<file path="config.mk">
export PLATFORM = sky130hd
export DESIGN_NAME = scancode_line_editor
export DESIGN_NICKNAME = d
export VERILOG_FILES = /design/src/sv/sle_pkg.sv /design/src/sv/scancode_line_editor.sv
export SDC_FILE = /design/constraint.sdc
export NUM_CORES = 1
export LEC_CHECK = 0
export ABC_AREA = 1
export BUFFER_PORTS_ARGS = -buffer_cell sky130_fd_sc_hd__buf_2
export CORE_ASPECT_RATIO = 1.75
export CORE_MARGIN = 1
export CORE_UTILIZATION = 45
export DETAILED_ROUTE_END_ITERATION = 7
export HOLD_SLACK_MARGIN = 0.05
export PLACE_DENSITY = 0.72
export SLEW_MARGIN = 0
export SYNTH_ARGS = -nofsm -noshare
export SYNTH_HDL_FRONTEND = slang
export SYNTH_SLANG_ARGS = --single-unit
</file>
<file path="constraint.sdc">
create_clock -name clock -period 4.04 [get_ports clock]
set_input_delay 0.404 -clock clock [delete_from_list [all_inputs] [get_ports clock]]
set_output_delay 0.404 -clock clock [all_outputs]
set_load 0.03 [all_outputs]
</file>
<file path="src/sv/sle_pkg.sv">
`default_nettype none
// ---------------------------------------------------------------------------
// sle_pkg: shared definitions for the scancode line editor
// Scancode constants, event codes, result record and the set-1 key tables.
// ---------------------------------------------------------------------------
package sle_pkg;

   // Line buffer depth; the effective capacity never exceeds min(depth, 256)
   localparam int LINE_DEPTH = 256;
   localparam logic [8:0] CAP_TOP = (LINE_DEPTH > 256) ? 9'd256 : 9'(LINE_DEPTH);
   localparam logic [8:0] CAP_RESET = 9'd256;

   localparam logic [7:0] CODE_LSHIFT_MAKE  = 8'h2A;
   localparam logic [7:0] CODE_RSHIFT_MAKE  = 8'h36;
   localparam logic [7:0] CODE_LSHIFT_BREAK = 8'hAA;
   localparam logic [7:0] CODE_RSHIFT_BREAK = 8'hB6;
   localparam logic [7:0] CODE_ENTER        = 8'h1C;
   localparam logic [7:0] CODE_BACKSPACE    = 8'h0E;
   localparam logic [7:0] MAP_SIZE          = 8'd58;

   localparam logic [6:0] ECHO_BACKSPACE = 7'h08;
   localparam logic [6:0] ECHO_LINEFEED  = 7'h0A;

   typedef enum logic [1:0] {
      EV_APPEND = 2'd0,
      EV_REMOVE = 2'd1,
      EV_END    = 2'd2
   } event_kind_type;

   typedef struct packed {
      event_kind_type kind;
      logic [6:0]     echo;
      logic [6:0]     store;
      logic [7:0]     pos;
   } result_type;

   function automatic logic [6:0] lower_char(input logic [5:0] idx);
      logic [6:0] c;
      case (idx)
         6'd2:  c = 7'h31;  6'd3:  c = 7'h32;  6'd4:  c = 7'h33;  6'd5:  c = 7'h34;
         6'd6:  c = 7'h35;  6'd7:  c = 7'h36;  6'd8:  c = 7'h37;  6'd9:  c = 7'h38;
         6'd10: c = 7'h39;  6'd11: c = 7'h30;  6'd12: c = 7'h2D;  6'd13: c = 7'h3D;
         6'd16: c = 7'h71;  6'd17: c = 7'h77;  6'd18: c = 7'h65;  6'd19: c = 7'h72;
         6'd20: c = 7'h74;  6'd21: c = 7'h79;  6'd22: c = 7'h75;  6'd23: c = 7'h69;
         6'd24: c = 7'h6F;  6'd25: c = 7'h70;  6'd26: c = 7'h5B;  6'd27: c = 7'h5D;
         6'd30: c = 7'h61;  6'd31: c = 7'h73;  6'd32: c = 7'h64;  6'd33: c = 7'h66;
         6'd34: c = 7'h67;  6'd35: c = 7'h68;  6'd36: c = 7'h6A;  6'd37: c = 7'h6B;
         6'd38: c = 7'h6C;  6'd39: c = 7'h3B;  6'd40: c = 7'h27;  6'd41: c = 7'h60;
         6'd43: c = 7'h5C;  6'd44: c = 7'h7A;  6'd45: c = 7'h78;  6'd46: c = 7'h63;
         6'd47: c = 7'h76;  6'd48: c = 7'h62;  6'd49: c = 7'h6E;  6'd50: c = 7'h6D;
         6'd51: c = 7'h2C;  6'd52: c = 7'h2E;  6'd53: c = 7'h2F;  6'd55: c = 7'h2A;
         6'd57: c = 7'h20;
         default: c = 7'h00;
      endcase
      return c;
   endfunction

   function automatic logic [6:0] upper_char(input logic [5:0] idx);
      logic [6:0] c;
      case (idx)
         6'd2:  c = 7'h21;  6'd3:  c = 7'h40;  6'd4:  c = 7'h23;  6'd5:  c = 7'h24;
         6'd6:  c = 7'h25;  6'd7:  c = 7'h5E;  6'd8:  c = 7'h26;  6'd9:  c = 7'h2A;
         6'd10: c = 7'h28;  6'd11: c = 7'h29;  6'd12: c = 7'h5F;  6'd13: c = 7'h2B;
         6'd16: c = 7'h51;  6'd17: c = 7'h57;  6'd18: c = 7'h45;  6'd19: c = 7'h52;
         6'd20: c = 7'h54;  6'd21: c = 7'h59;  6'd22: c = 7'h55;  6'd23: c = 7'h49;
         6'd24: c = 7'h4F;  6'd25: c = 7'h50;  6'd26: c = 7'h7B;  6'd27: c = 7'h7D;
         6'd30: c = 7'h41;  6'd31: c = 7'h53;  6'd32: c = 7'h44;  6'd33: c = 7'h46;
         6'd34: c = 7'h47;  6'd35: c = 7'h48;  6'd36: c = 7'h4A;  6'd37: c = 7'h4B;
         6'd38: c = 7'h4C;  6'd39: c = 7'h3A;  6'd40: c = 7'h22;  6'd41: c = 7'h7E;
         6'd43: c = 7'h7C;  6'd44: c = 7'h5A;  6'd45: c = 7'h58;  6'd46: c = 7'h43;
         6'd47: c = 7'h56;  6'd48: c = 7'h42;  6'd49: c = 7'h4E;  6'd50: c = 7'h4D;
         6'd51: c = 7'h3C;  6'd52: c = 7'h3E;  6'd53: c = 7'h3F;  6'd55: c = 7'h2A;
         6'd57: c = 7'h20;
         default: c = 7'h00;
      endcase
      return c;
   endfunction

endpackage
`default_nettype wire

</file>
<file path="src/sv/scancode_line_editor.sv">
`default_nettype none
// ---------------------------------------------------------------------------
// scancode_line_editor: set-1 scancode to line editing events
// Tracks shift, maps keys to ASCII and emits append / remove / end events.
// ---------------------------------------------------------------------------
//  channel | direction | handshake            | payload
//  req     | in        | req_valid, req_stall | req_scancode[7:0]
//  rsp     | out       | rsp_valid, rsp_stall | event_kind, echo, store, position
//  csr     | in        | csr_wr_en            | csr_wr_data[8:0] (line capacity)
//
//  One scancode per cycle while req_stall is low; its result is registered.
//  Shift and fill index update in the cycle of the transfer, so items chain freely.
//  A two-deep output (result register plus skid register) absorbs rsp_stall;
//  req_stall rises only when both are full.
//  Synchronous reset clears shift, fill index and output valid flags; capacity resets to 256.
module scancode_line_editor (
   input  wire logic       clock,
   input  wire logic       reset,
   input  wire logic       req_valid,
   output logic            req_stall,
   input  wire logic [7:0] req_scancode,
   output logic            rsp_valid,
   input  wire logic       rsp_stall,
   output logic [1:0]      rsp_event_kind,
   output logic [6:0]      rsp_echo_byte,
   output logic [6:0]      rsp_store_byte,
   output logic [7:0]      rsp_position,
   input  wire logic       csr_wr_en,
   input  wire logic [8:0] csr_wr_data
);

   logic [8:0] capacity_ff;
   logic       shift_ff, shift_in;
   logic [7:0] fill_ff, fill_in;
   logic       out_valid_ff, out_valid_in;
   logic       skid_valid_ff, skid_valid_in;
   sle_pkg::result_type out_ff, out_in;
   sle_pkg::result_type skid_ff, skid_in;

   logic       req_accept;
   logic       out_free;
   logic       new_valid;
   sle_pkg::result_type new_res;
   logic [6:0] ch;
   logic [8:0] cap_eff;
   logic [8:0] cap_limit;
   logic       mapped;

   assign req_stall  = skid_valid_ff;
   assign req_accept = req_valid && !skid_valid_ff;
   assign out_free   = !out_valid_ff || !rsp_stall;

   // clamp capacity to 1..CAP_TOP; a line keeps at most capacity-1 characters
   always_comb begin
      if (capacity_ff > sle_pkg::CAP_TOP) begin
         cap_eff = sle_pkg::CAP_TOP;
      end else if (capacity_ff == 9'd0) begin
         cap_eff = 9'd1;
      end else begin
         cap_eff = capacity_ff;
      end
      cap_limit = cap_eff - 9'd1;
   end

   assign mapped = (req_scancode < sle_pkg::MAP_SIZE);
   assign ch = shift_ff ? sle_pkg::upper_char(req_scancode[5:0])
                        : sle_pkg::lower_char(req_scancode[5:0]);

   always_comb begin
      shift_in      = shift_ff;
      fill_in       = fill_ff;
      new_valid     = 1'b0;
      new_res.kind  = sle_pkg::EV_APPEND;
      new_res.echo  = ch;
      new_res.store = ch;
      new_res.pos   = fill_ff;
      if (req_accept) begin
         if (req_scancode == sle_pkg::CODE_LSHIFT_MAKE ||
             req_scancode == sle_pkg::CODE_RSHIFT_MAKE) begin
            shift_in = 1'b1;
         end else if (req_scancode == sle_pkg::CODE_LSHIFT_BREAK ||
                      req_scancode == sle_pkg::CODE_RSHIFT_BREAK) begin
            shift_in = 1'b0;
         end else if (req_scancode[7]) begin
            // other releases are ignored
         end else if (req_scancode == sle_pkg::CODE_ENTER) begin
            new_valid     = 1'b1;
            new_res.kind  = sle_pkg::EV_END;
            new_res.echo  = sle_pkg::ECHO_LINEFEED;
            new_res.store = 7'd0;
            fill_in       = 8'd0;
            shift_in      = 1'b0;
         end else if (req_scancode == sle_pkg::CODE_BACKSPACE) begin
            if (fill_ff != 8'd0) begin
               new_valid     = 1'b1;
               new_res.kind  = sle_pkg::EV_REMOVE;
               new_res.echo  = sle_pkg::ECHO_BACKSPACE;
               new_res.store = 7'd0;
               new_res.pos   = fill_ff - 8'd1;
               fill_in       = fill_ff - 8'd1;
            end
         end else if (mapped && ch != 7'd0 && {1'b0, fill_ff} < cap_limit) begin
            new_valid = 1'b1;
            fill_in   = fill_ff + 8'd1;
         end
      end
   end

   // result register with a skid stage behind it; order is out, then skid
   always_comb begin
      out_valid_in  = out_valid_ff;
      skid_valid_in = skid_valid_ff;
      out_in        = out_ff;
      skid_in       = skid_ff;
      if (out_free) begin
         if (skid_valid_ff) begin
            out_in        = skid_ff;
            out_valid_in  = 1'b1;
            skid_valid_in = 1'b0;
         end else begin
            out_in       = new_res;
            out_valid_in = new_valid;
         end
      end else if (new_valid) begin
         skid_in       = new_res;
         skid_valid_in = 1'b1;
      end
   end

   always_ff @(posedge clock) begin
      if (reset) begin
         capacity_ff   <= sle_pkg::CAP_RESET;
         shift_ff      <= 1'b0;
         fill_ff       <= 8'd0;
         out_valid_ff  <= 1'b0;
         skid_valid_ff <= 1'b0;
      end else begin
         if (csr_wr_en) begin
            capacity_ff <= csr_wr_data;
         end
         shift_ff      <= shift_in;
         fill_ff       <= fill_in;
         out_valid_ff  <= out_valid_in;
         skid_valid_ff <= skid_valid_in;
      end
   end

   always_ff @(posedge clock) begin
      out_ff  <= out_in;
      skid_ff <= skid_in;
   end

   assign rsp_valid      = out_valid_ff;
   assign rsp_event_kind = out_ff.kind;
   assign rsp_echo_byte  = out_ff.echo;
   assign rsp_store_byte = out_ff.store;
   assign rsp_position   = out_ff.pos;

   // skid only fills behind a held result
   assert property (@(posedge clock) disable iff (reset)
      skid_valid_ff |-> out_valid_ff)
      else $error("skid register full while result register empty");

   assert property (@(posedge clock) disable iff (reset)
      (req_accept && req_scancode == sle_pkg::CODE_ENTER) |=> (fill_ff == 8'd0 && !shift_ff))
      else $error("line state not cleared after enter");

   assert property (@(posedge clock) disable iff (reset)
      (out_valid_ff && out_ff.kind == sle_pkg::EV_APPEND) |-> (out_ff.echo == out_ff.store))
      else $error("append echo and stored byte differ");

   assert property (@(posedge clock) disable iff (reset)
      (req_accept && req_scancode == sle_pkg::CODE_BACKSPACE && fill_ff == 8'd0)
         |=> (fill_ff == 8'd0))
      else $error("backspace on empty line changed fill index");

endmodule
`default_nettype wire
</file>
==> results of run 1 <==
-- per-stage QoR --
| stage | cells | utilization (%) | worst slack [ns] |
|---|---|---|---|
| 6_report | 753 | 52.5 | 0.513 |
| 3_3_place_gp | 737 | 49.1 | 0.550 |
| 2_1_floorplan | 592 | - | 0.441 |
| 5_1_grt | 753 | 52.5 | 0.178 |
| 3_5_place_dp | 737 | 49.1 | 0.411 |
| 4_1_cts | 753 | 52.5 | 0.339 |
-- timing repair --
| item | CTS | global route |
|---|---|---|
| resized for setup | 0 | 1 |
| endpoints found under the hold margin | 0 | 0 |
| setup endpoints to repair | 0 | 19 |
| hold buffers | 0 | 0 |
-- worst paths after layout --
| check | from | to | slack, ns | cells after the start |
|---|---|---|---|---|
| worst max-delay path | capacity_ff[4] | skid_ff[21] | 0.51 | 18 |
| worst min-delay path | csr_wr_data[4] | capacity_ff[4] | 0.31 | 3 |
| worst max register to register | capacity_ff[4] | skid_ff[21] | 0.51 | 18 |
| worst min register to register | capacity_ff[0] | capacity_ff[0] | 0.49 | 2 |
-- metal layers --
metal	vias to the layer above	GRT usage (%)	routed length, µm
met5	-	0	0
met4	0	22.0	986
met3	76	4.56	460
met2	177	40.8	5450
met1	1810	24.4	4120
li1	2007	-	-
-- cells by family after synthesis --
family | after synthesis | share of synthesized area, %
buffers and inverters | 85 | 9.36
AOI/OAI and AO/OA | 83 | 10.9
and+or+nand+nor | 329 | 33.4
DFF | 58 | 36.7
xor gates and xnor gates | 15 | 3.13
adders and majority gates | 22 | 6.56
-- worst max-delay path: cells and delay by family, from the launching register on --
kind,cells,cell delay (ns)
compound gates,3,0.54
xor+xnor,1,0.15
fa+ha+maj,2,0.52
buf+inv,1,0.28
flops,1,0.33
simple gates,11,1.39
-- state kept, by name, indices dropped and copies added, names as in the netlist --
| name | cells |
|---|---|
| rsp_store_byte | 2 |
| skid_ff | 19 |
| rsp_event_kind | 2 |
| shift_ff | 1 |
| rsp_position | 8 |
| fill_ff | 8 |
| rsp_valid | 1 |
| capacity_ff | 9 |
| req_stall | 1 |
| rsp_echo_byte | 7 |
-- synthesized netlist by cell type, drive strengths merged, types with 5 or more instances --
library cell | instances | share of area [%]
a21oi | 34 | 4.3
a31oi | 5 | 0.75
buf | 18 | 3.4
clkbuf | 7 | 0.63
dfxtp | 20 | 9.5
edfxtp | 38 | 27
ha | 22 | 6.6
inv | 58 | 5.2
nand2 | 183 | 16
nand3 | 55 | 6.6
nand4 | 6 | 0.89
nor2 | 72 | 7.0
o21ai | 34 | 4.1
o22ai | 5 | 0.75
xor2 | 11 | 2.3
-- power groups by stage --
stage | Combinational [mW] | Clock, mW | Sequential [mW]
6_report | 0.333 | 0.778 | 0.677
5_1_grt | 0.369 | 0.813 | 0.680
4_1_cts | 0.329 | 0.788 | 0.676
3_5_place_dp | 0.326 | 0 | 0.687
3_3_place_gp | 0.322 | 0 | 0.686
2_1_floorplan | 0.222 | 0 | 0.717
-- layout make-up --
type	count	area, µm²	share of cell area [%]
repair buffers	50	258	5.43
multi-input cells	449	2260	47.7
inverters	60	225	4.75
clock inverters	7	83.8	1.77
well taps	120	150	3.16
flip-flops and latches	58	1540	32.5
clock buffers	9	225	4.75
==> Implementation_results.wiki, run 1 <==
{| class="wikitable"
! Metric !! Value
|-
| Async set-or-reset flop fraction in the synthesized netlist || 0%
|-
| Path type of the worst min-delay path || input port to register
|-
| Dominant cell type by count on the critical path || sky130_fd_sc_hd__nand2_1
|-
| P&R area growth vs syn || 13.1%
|-
| Max FO, Critical Path || 19
|-
| CTS tree || yes
|-
| Leakage power total || 2.34 nW
|-
| Setup repair after global routing missed its margin || false
|-
| Worst slew margin relative to its limit || 47.6%
|-
| Via count normalized by instance count || 5.41
|-
| Final Max Slew Viols || 0
|-
| Pwr Total || 1.79 mW
|-
| Global-route usage over all layers || 24.2%
|-
| Kind of start point of the critical path || register
|-
| Number of nets still failing antenna checks after routing || 0
|-
| Count of filler cells inserted in the layout || 870
|-
| Post-DR wirelength/cell || 14.6 µm
|-
| Number of different library cells in the post-synthesis netlist || 38
|-
| Final GP Congestion || 1.11
|-
| Largest net degree at the start of global routing || 25
|-
| Aggregate global routing overflow || 0
|-
| Final standard cell area without fillers || 4750 µm²
|-
| Area enclosed by the die boundary || 9730 µm²
|-
| Yosys Warn Count || 0
|-
| First-pass detailed-route iteration total || 7
|-
| Type of the setup path with the least slack || register to register
|-
| CP max stage delay || 0.33 ns
|-
| Post-CTS setup buffers || 0
|-
| Largest vdd supply drop || 0.000246 V
|-
| # nets final || 672
|-
| H-tree lvl count || 3
|-
| 1st-iter DRT viols || 331
|-
| CTS clk-pin slew, worst paths || 0.05 ns
|-
| Number of global-route vias before repair || 3869
|-
| Fraction of power consumed by sequential logic || 37.9%
|-
| Setup crit end kind || register
|-
| Routed wire length || 11.0 mm
|-
| Sequential element share of the synthesized area || 36.7%
|-
| Number of hold-slack violations in the final timing report || 0
|-
| Peak clock frequency supported by timing || 284 MHz
|-
| Crit path cell chain || nor2_1, nand2_1, o21ai_1, nand2_1, ha_1, nand2_1, xnor2_1, ha_1, a21oi_1, o21ai_0, nand4_1, nand3_1, nor2_1, nand3_1, nand2_2, nand2_1, nor2_1, buf_4
|-
| Global-route wire length before repair || 17.7 mm
|-
| Hold Slack || 0.309 ns
|-
| Cell with the biggest individual delay on the critical path || sky130_fd_sc_hd__dfxtp_1
|-
| Net Sw Frac || 27.8%
|-
| Final setup skew || 0.00602 ns
|-
| Number of instances in the synthesized netlist || 592
|-
| Max-capacitance violation count || 0
|-
| Routed vias || 4070
|-
| Cell Int Power || 1.29 mW
|-
| Final setup vio count || 0
|-
| Top-level port count || 48
|-
| Most common cell after layout, fill and taps aside || sky130_fd_sc_hd__nand2_1
|-
| Transition time at the pin with the least slew margin || 0.784 ns
|-
| Flop and latch count out of synthesis || 58
|-
| Highest-count cells in the layout ignoring fill and taps || 181 x sky130_fd_sc_hd__nand2_1, 66 x sky130_fd_sc_hd__nor2_1, 55 x sky130_fd_sc_hd__nand3_1, 50 x sky130_fd_sc_hd__inv_1, 47 x sky130_fd_sc_hd__buf_2
|-
| Antenna diode count || 0
|-
| Power density cells || 377 nW/µm²
|-
| DP Area || 4440 µm²
|-
| Comb pwr share || 18.6%
|-
| Num CTS Buffers || 9
|-
| Library cell used as clock root buffer || sky130_fd_sc_hd__clkbuf_16
|-
| Setup Total Neg Slack || 0 ns
|-
| Crit share post-route || 87.3%
|-
| Number of placement rows || 46
|-
| Detailed placer's ending HPWL || 8.34 mm
|-
| Proportion of layout cells with a drive suffix above 1 || 13.1%
|-
| Outcome || completed
|-
| Maximum root-to-sink buffer count || 2
|-
| Proportion of power drawn by the clock network || 43.5%
|-
| Mapped cell area || 4200 µm²
|-
| Required @ worst endpoint || 4.05 ns
|-
| Source-to-sink clock delay at the later pin of the worst-skew pair || 0.32 ns
|-
| Minimum period implied by the final worst setup slack || 3.53 ns
|-
| DIE HEIGHT || 130 µm
|-
| Primary FF master, synth || sky130_fd_sc_hd__edfxtp_1
|-
| Area of the placeable core || 9040 µm²
|-
| Total net switching power || 0.496 mW
|-
| Synthesized area divided by synthesized cell count || 7.09 µm²
|-
| Initial Util || 46.4%
|-
| Total of buffers placed on input and output ports || 47
|-
| Post-synth EDFFs || 38
|-
| Number of DRC violations after detailed routing || 0
|-
| Horizontal die dimension || 75 µm
|-
| Arr. time, crit path || 3.54 ns
|-
| Antenna violations before repair || 0
|-
| Clock sink count || 58
|-
| Number of nets in the synthesized netlist || 636
|}
(Power assumes the default switching activity.)
==> run 2, diff against run 1 <==
--- a/config.mk
+++ b/config.mk
@@ -7,7 +7,7 @@
 export LEC_CHECK = 0
 export ABC_AREA = 1
 export BUFFER_PORTS_ARGS = -buffer_cell sky130_fd_sc_hd__buf_2
-export CORE_ASPECT_RATIO = 1.75
+export CORE_ASPECT_RATIO = 0.9
 export CORE_MARGIN = 1
 export CORE_UTILIZATION = 45
 export DETAILED_ROUTE_END_ITERATION = 7
==> run 2 against run 1 <==
  * Cell count grew 0.40%
  * Hold slack worse by 0.032 ns
  * Clock power is 33% lower
  * Critical path depth unchanged
  * Design area fell by 2.2%
  * Largest power group is now sequential cells
  * Non-clock buffer count rose by 1
  * Flip-flop and latch count unchanged
  * Clock-buffer cell count unchanged
==> Implementation_results.wiki, run 2 (synthesized netlist as in run 1, its figures left out) <==
{| class="wikitable"
! Metric !! Value
|-
| Outcome || completed (unchanged)
|-
| Global-route usage over all layers || 20.6% (was 24.2%)
|-
| Setup crit end kind || register (unchanged)
|-
| Leakage power total || 2.28 nW (was 2.34 nW)
|-
| Number of hold-slack violations in the final timing report || 0 (unchanged)
|-
| Largest register FFs || 19 (unchanged)
|-
| Top-level port count || 48 (unchanged)
|-
| Number of placement rows || 33 (was 46)
|-
| Cell Int Power || 1.04 mW (was 1.29 mW)
|-
| First-pass detailed-route iteration total || 6 (was 7)
|-
| Max-capacitance violation count || 0 (unchanged)
|-
| Num CTS Buffers || 9 (unchanged)
|-
| 1st-iter DRT viols || 316 (was 331)
|-
| Worst slew margin relative to its limit || 48.9% (was 47.6%)
|-
| Path type of the worst min-delay path || input port to register (unchanged)
|-
| Initial Util || 46.2% (was 46.4%)
|-
| DIE HEIGHT || 93.6 µm (was 130 µm)
|-
| Register ranked first by flip-flop count || skid_ff (unchanged)
|-
| Count of filler cells inserted in the layout || 922 (was 870)
|-
| Horizontal die dimension || 104 µm (was 75 µm)
|-
| Hold-fix buffers at CTS || 0 (unchanged)
|-
| Post-DR wirelength/cell || 12.6 µm (was 14.6 µm)
|-
| Largest registers ranked by flip-flop count || skid_ff x19, capacity_ff x9 (unchanged)
|-
| Final setup vio count || 0 (unchanged)
|-
| Register area || 1540 µm² (unchanged)
|-
| Antenna diode count || 0 (unchanged)
|-
| H-tree lvl count || 3 (unchanged)
|-
| Area of combinational cells with multiple inputs || 2260 µm² (unchanged)
|-
| Peak clock frequency supported by timing || 304 MHz (was 284 MHz)
|-
| Detailed placer's ending HPWL || 7.17 mm (was 8.34 mm)
|-
| Fraction of power consumed by sequential logic || 44.4% (was 37.9%)
|-
| Number of gates resized after CTS || 0 (unchanged)
|-
| Aggregate global routing overflow || 0 (unchanged)
|-
| Setup Slack @ Placement || 0.768 ns (was 0.411 ns)
|-
| Most common cell after layout, fill and taps aside || sky130_fd_sc_hd__nand2_1 (unchanged)
|-
| Via count normalized by instance count || 5.19 (was 5.41)
|-
| Post-CTS setup buffers || 0 (unchanged)
|-
| Net Sw Frac || 31.3% (was 27.8%)
|-
| Final Max Slew Viols || 0 (unchanged)
|-
| Comb pwr share || 21.4% (was 18.6%)
|-
| Number of nets still failing antenna checks after routing || 0 (unchanged)
|-
| Type of the setup path with the least slack || register to register (unchanged)
|-
| Number of DRC violations after detailed routing || 0 (unchanged)
|-
| Required @ worst endpoint || 4.07 ns (was 4.05 ns)
|-
| # nets final || 673 (was 672)
|-
| Maximum root-to-sink buffer count || 2 (unchanged)
|-
| Routed vias || 3923 (was 4070)
|-
| Total net switching power || 0.475 mW (was 0.496 mW)
|-
| CTS tree || yes (unchanged)
|-
| Final setup skew || 0.00672 ns (was 0.00602 ns)
|-
| Area of the placeable core || 9080 µm² (was 9040 µm²)
|-
| Proportion of layout cells with a drive suffix above 1 || 13.7% (was 13.1%)
|-
| Crit share post-route || 81.3% (was 87.3%)
|-
| Global-route wire length before repair || 16.2 mm (was 17.7 mm)
|-
| Arr. time, crit path || 3.31 ns (was 3.54 ns)
|-
| Minimum period implied by the final worst setup slack || 3.28 ns (was 3.53 ns)
|-
| R2r worst-path depth || 18 (unchanged)
|-
| Register-to-register setup slack || 0.76 ns (was 0.51 ns)
|-
| Power density cells || 327 nW/µm² (was 377 nW/µm²)
|-
| Area enclosed by the die boundary || 9720 µm² (was 9730 µm²)
|-
| Proportion of power drawn by the clock network || 34.2% (was 43.5%)
|-
| Routed wire length || 9.52 mm (was 11.0 mm)
|-
| Highest-count cells in the layout ignoring fill and taps || 181 x sky130_fd_sc_hd__nand2_1, 66 x sky130_fd_sc_hd__nor2_1, 55 x sky130_fd_sc_hd__nand3_1, 50 x sky130_fd_sc_hd__inv_1, 47 x sky130_fd_sc_hd__buf_2 (unchanged)
|-
| Largest vdd supply drop || 0.000140 V (was 0.000246 V)
|-
| Clock sink count || 58 (unchanged)
|-
| Library cell used as clock root buffer || sky130_fd_sc_hd__clkbuf_8 (was sky130_fd_sc_hd__clkbuf_16)
|-
| Source-to-sink clock delay at the later pin of the worst-skew pair || 0.34 ns (was 0.32 ns)
|-
| Crit path setup slack, layout || 0.756 ns (was 0.513 ns)
|-
| Post-layout utilization of the core || 51.1% (was 52.5%)
|-
| Number of global-route vias before repair || 3432 (was 3869)
|-
| P&R area growth vs syn || 10.6% (was 13.1%)
|-
| CTS clk-pin slew, worst paths || 0.07 ns (was 0.05 ns)
|-
| Worst hold path stage count || 3 (unchanged)
|-
| Kind of start point of the critical path || register (unchanged)
|-
| Final GP Congestion || 0.977 (was 1.11)
|-
| Transition time at the pin with the least slew margin || 0.765 ns (was 0.784 ns)
|-
| Setup repair after global routing missed its margin || false (unchanged)
|-
| Largest net degree at the start of global routing || 25 (unchanged)
|-
| Max FO, Critical Path || 19 (unchanged)
|-
| Setup Total Neg Slack || 0 ns (unchanged)
|-
| Antenna violations before repair || 0 (unchanged)
|-
| Total of buffers placed on input and output ports || 47 (unchanged)
|}
run 2: critical path, stage by stage (launching register included):
cell and delay (ns):
sky130_fd_sc_hd__dfxtp_1 0.31, sky130_fd_sc_hd__inv_1 0.09, sky130_fd_sc_hd__nand4_1 0.11, sky130_fd_sc_hd__o21ai_0 0.38, sky130_fd_sc_hd__nand2_1 0.16, sky130_fd_sc_hd__ha_1 0.25
sky130_fd_sc_hd__nand2_1 0.13, sky130_fd_sc_hd__xnor2_1 0.14, sky130_fd_sc_hd__ha_1 0.26, sky130_fd_sc_hd__a21oi_1 0.13, sky130_fd_sc_hd__o21ai_0 0.09, sky130_fd_sc_hd__nand4_1 0.09
sky130_fd_sc_hd__nand3_1 0.06, sky130_fd_sc_hd__nor2_1 0.12, sky130_fd_sc_hd__nand3_1 0.10, sky130_fd_sc_hd__nand2_2 0.07, sky130_fd_sc_hd__nand2_1 0.10, sky130_fd_sc_hd__nor2_1 0.10
sky130_fd_sc_hd__buf_4 0.27
run 2: cell type report:
class,count,area share [%]
flip-flops and latches,58,33.2
inverters,60,4.85
well taps,122,3.29
clock buffers,9,2.67
repair buffers,51,5.72
clock inverters,7,1.51
multi-input cells,449,48.7
run 2: power groups by stage:
stage	Clock (mW)	Sequential, mW	Combinational [mW]
5_1_grt	0.555	0.677	0.363
3_5_place_dp	0	0.687	0.320
3_3_place_gp	0	0.686	0.319
2_1_floorplan	0	0.717	0.222
6_report	0.519	0.674	0.325
4_1_cts	0.533	0.674	0.321
run 2: final timing paths:
kind                                     start             end
worst min register to register  capacity_ff[1]  capacity_ff[1]
worst min-delay path                     reset  capacity_ff[8]
worst max register to register  capacity_ff[3]      skid_ff[4]
worst max-delay path            capacity_ff[3]      skid_ff[4]
run 2: per-layer routing:
layer	up-vias	part of all wire [%]	GRT usage [%]
met5	-	0	0
met4	0	1.5	7.02
met3	16	7.3	4.25
met2	171	43	32.2
met1	1711	48	28.5
li1	2025	-	-
run 2: per-stage QoR:
stage / hold WS (ns) / power, mW / cells / instance area [µm²]
2_1_floorplan: 0.449 / 0.939 / 592 / 4200
3_3_place_gp: 0.462 / 1.00 / 740 / 4450
3_5_place_dp: 0.479 / 1.01 / 740 / 4450
4_1_cts: 0.263 / 1.53 / 756 / 4640
5_1_grt: 0.280 / 1.59 / 756 / 4640
6_report: 0.277 / 1.52 / 756 / 4640
==> run 3, diff against run 2 <==
--- a/config.mk
+++ b/config.mk
@@ -12,7 +12,7 @@
 export CORE_UTILIZATION = 45
 export DETAILED_ROUTE_END_ITERATION = 7
 export HOLD_SLACK_MARGIN = 0.05
-export PLACE_DENSITY = 0.72
+export PLACE_DENSITY = 0.75
 export SLEW_MARGIN = 0
 export SYNTH_ARGS = -nofsm -noshare
 export SYNTH_HDL_FRONTEND = slang
==> constraint.sdc (replaced) <==
create_clock -name clock -period 2.7 [get_ports clock]
set_input_delay 0.27 -clock clock [delete_from_list [all_inputs] [get_ports clock]]
set_output_delay 0.27 -clock clock [all_outputs]
set_load 0.03 [all_outputs]
==> run 3 against run 2 <==
  * The flow now finishes with violations (setup timing)
  * Core utilization up 6.3 points
  * Combinational power up 87%
  * Global-route usage up 2.5 points
  * Non-clock buffer count up 56
  * Clock power up 50%
  * Clock-buffer cell count up 1
  * Hold slack worse by 0.13 ns
  * Design area up 12%
  * Worst setup slack worse by 1.0 ns
==> Implementation_results.wiki, run 3 (synthesized netlist as in run 1, its figures left out) <==
{| class="wikitable"
! Metric !! Value
|-
| Routed wire length || 10.5 mm (was 9.52 mm)
|-
| P&R area growth vs syn || 24.3% (was 10.6%)
|-
| DIE HEIGHT || 93.6 µm (unchanged)
|-
| Proportion of layout cells with a drive suffix above 1 || 24.8% (was 13.7%)
|-
| Clock sink count || 58 (unchanged)
|-
| Count of filler cells inserted in the layout || 834 (was 922)
|-
| CTS clk-pin slew, worst paths || 0.06 ns (was 0.07 ns)
|-
| Final setup skew || 0.00751 ns (was 0.00672 ns)
|-
| Library cell used as clock root buffer || sky130_fd_sc_hd__clkbuf_8 (unchanged)
|-
| Final GP Congestion || 0.944 (was 0.977)
|-
| Largest vdd supply drop || 0.000212 V (was 0.000140 V)
|-
| Max FO, Critical Path || 19 (unchanged)
|-
| Minimum period implied by the final worst setup slack || 2.94 ns (was 3.28 ns)
|-
| Number of nets still failing antenna checks after routing || 0 (unchanged)
|-
| Number of placement rows || 33 (unchanged)
|-
| H-tree lvl count || 3 (unchanged)
|-
| Leakage power total || 2.59 nW (was 2.28 nW)
|-
| Routed vias || 4175 (was 3923)
|-
| Fraction of power consumed by sequential logic || 42.1% (was 44.4%)
|-
| Net Sw Frac || 31.3% (about the same)
|-
| Highest-count cells in the layout ignoring fill and taps || 176 x sky130_fd_sc_hd__nand2_1, 64 x sky130_fd_sc_hd__nor2_1, 57 x sky130_fd_sc_hd__buf_4 (was 181 x sky130_fd_sc_hd__nand2_1, 66 x sky130_fd_sc_hd__nor2_1, 55 x sky130_fd_sc_hd__nand3_1, 50 x sky130_fd_sc_hd__inv_1, 47 x sky130_fd_sc_hd__buf_2)
|-
| Worst setup startpoint || capacity_ff[1] (was capacity_ff[3])
|-
| Type of the setup path with the least slack || register to register (unchanged)
|-
| Setup Total Neg Slack || -5.83 ns (was 0 ns)
|-
| Max-capacitance violation count || 0 (unchanged)
|-
| Total net switching power || 0.750 mW (was 0.475 mW)
|-
| Source-to-sink clock delay at the later pin of the worst-skew pair || 0.34 ns (about the same)
|-
| Top-level port count || 48 (unchanged)
|-
| Outcome || finished, violations left (was completed)
|-
| Most common cell after layout, fill and taps aside || sky130_fd_sc_hd__nand2_1 (unchanged)
|-
| 1st-iter DRT viols || 304 (was 316)
|-
| First-pass detailed-route iteration total || 5 (was 6)
|-
| Setup repair after global routing missed its margin || true (was false)
|-
| Final Max Slew Viols || 0 (unchanged)
|-
| Area enclosed by the die boundary || 9720 µm² (unchanged)
|-
| Critical hold path startpoint || reset (unchanged)
|-
| Via count normalized by instance count || 5.14 (was 5.19)
|-
| Maximum root-to-sink buffer count || 2 (unchanged)
|-
| Setup Slack @ Placement || -0.176 ns (was 0.768 ns)
|-
| CTS tree || yes (unchanged)
|-
| Area of the placeable core || 9080 µm² (unchanged)
|-
| Power density cells || 458 nW/µm² (was 327 nW/µm²)
|-
| Horizontal die dimension || 104 µm (unchanged)
|-
| Register ranked first by flip-flop count || skid_ff (unchanged)
|-
| Worst slew margin relative to its limit || 43.5% (was 48.9%)
|-
| Detailed placer's ending HPWL || 7.83 mm (was 7.17 mm)
|-
| Required @ worst endpoint || 2.75 ns (was 4.07 ns)
|-
| Setup crit end kind || register (unchanged)
|-
| Critical register-to-register path startpoint || capacity_ff[1] (was capacity_ff[3])
|-
| Crit path setup slack, layout || -0.244 ns (was 0.756 ns)
|-
| Largest registers ranked by flip-flop count || skid_ff x19, capacity_ff x9 (unchanged)
|-
| Global-route wire length before repair || 18.0 mm (was 16.2 mm)
|-
| # nets final || 729 (was 673)
|-
| Violations in the final reports || setup timing
|-
| Number of DRC violations after detailed routing || 0 (unchanged)
|-
| Global-route usage over all layers || 23.1% (was 20.6%)
|-
| Largest register FFs || 19 (unchanged)
|-
| Hold Slack || 0.148 ns (was 0.277 ns)
|-
| Arr. time, crit path || 3.00 ns (was 3.31 ns)
|-
| Path type of the worst min-delay path || input port to register (unchanged)
|-
| Aggregate global routing overflow || 0 (unchanged)
|-
| Post-DR wirelength/cell || 13.0 µm (was 12.6 µm)
|-
| Largest net degree at the start of global routing || 23 (was 25)
|-
| Total of buffers placed on input and output ports || 47 (unchanged)
|-
| Number of hold-slack violations in the final timing report || 0 (unchanged)
|-
| Antenna diode count || 0 (unchanged)
|-
| Number of global-route vias before repair || 3977 (was 3432)
|-
| Kind of start point of the critical path || register (unchanged)
|-
| Transition time at the pin with the least slew margin || 0.845 ns (was 0.765 ns)
|-
| Antenna violations before repair || 0 (unchanged)
|-
| Comb pwr share || 25.4% (was 21.4%)
|-
| Initial Util || 46.2% (unchanged)
|-
| Final setup vio count || 28 (was 0)
|-
| Peak clock frequency supported by timing || 340 MHz (was 304 MHz)
|-
| Crit share post-route || 109% (was 81.3%)
|-
| Cell Int Power || 1.64 mW (was 1.04 mW)
|-
| Proportion of power drawn by the clock network || 32.5% (was 34.2%)
|-
| Num CTS Buffers || 9 (unchanged)
|-
| Hold-fix buffers at CTS || 0 (unchanged)
|}
[run 3: power groups by stage]
stage	combinational (mW)	clock (mW)	sequential, mW
2_1_floorplan	0.335	0	1.07
3_3_place_gp	0.536	0	1.02
4_1_cts	0.584	0.784	1.01
3_5_place_dp	0.547	0	1.03
5_1_grt	0.672	0.831	1.01
6_report	0.607	0.777	1.01
[run 3: final timing paths]
path / end / slack, ns / depth (start not counted)
min: capacity_ff[8] / 0.15 / 3
max: skid_ff[0] / -0.24 / 18
min reg2reg: rsp_position[5] / 0.52 / 2
max reg2reg: skid_ff[0] / -0.24 / 18
[run 3: critical path, stage by stage, from the launching register on]
cell	delay (ns)
sky130_fd_sc_hd__dfxtp_2	0.32
sky130_fd_sc_hd__inv_2	0.05
sky130_fd_sc_hd__nand4_1	0.12
sky130_fd_sc_hd__buf_4	0.17
sky130_fd_sc_hd__o21ai_4	0.13
sky130_fd_sc_hd__nand2_2	0.09
sky130_fd_sc_hd__ha_4	0.17
sky130_fd_sc_hd__xor2_1	0.16
sky130_fd_sc_hd__ha_1	0.33
sky130_fd_sc_hd__a21oi_2	0.18
sky130_fd_sc_hd__o21ai_1	0.09
sky130_fd_sc_hd__nand4_1	0.09
sky130_fd_sc_hd__nand3_1	0.07
sky130_fd_sc_hd__nor2_1	0.12
sky130_fd_sc_hd__nand3_1	0.09
sky130_fd_sc_hd__nand2_2	0.08
sky130_fd_sc_hd__nand2_2	0.07
sky130_fd_sc_hd__nor2_4	0.13
sky130_fd_sc_hd__buf_12	0.18
[run 3: per-layer routing]
layer,track usage [%],vias to the layer above,wire length (µm)
li1,-,2129,-
met1,28.9,1859,4750
met2,38.5,160,4840
met3,6.41,27,700
met4,8.21,0,247
met5,0,-,0
[run 3: cell type report]
cell class	count	area, µm²	share of cell area (%)
clock buffers	10	128	2.45
flip-flops and latches	58	1550	29.6
clock inverters	6	57.6	1.10
repair buffers	107	726	13.9
multi-input cells	449	2380	45.7
well taps	122	153	2.93
inverters	60	225	4.32
[run 3: what timing repair did]
item / 4_1_cts / 5_1_grt
gates resized for setup: 17 / 11
setup endpoints to repair: 27 / 29
gates cloned: 1 / 0
pin swaps: 6 / 9
buffers inserted: 11 / 2
[run 3: through the flow]
stage                     cells  instance area (µm²)  util [%]  total power [mW]
final                       812                 5220      57.4              2.39
after detailed placement    783                 4800      52.9              1.57
after global routing        812                 5220      57.4              2.52
after floorplan             592                 4220         -              1.41
after CTS                   811                 5160      56.8              2.37
after global placement      783                 4800      52.9              1.56
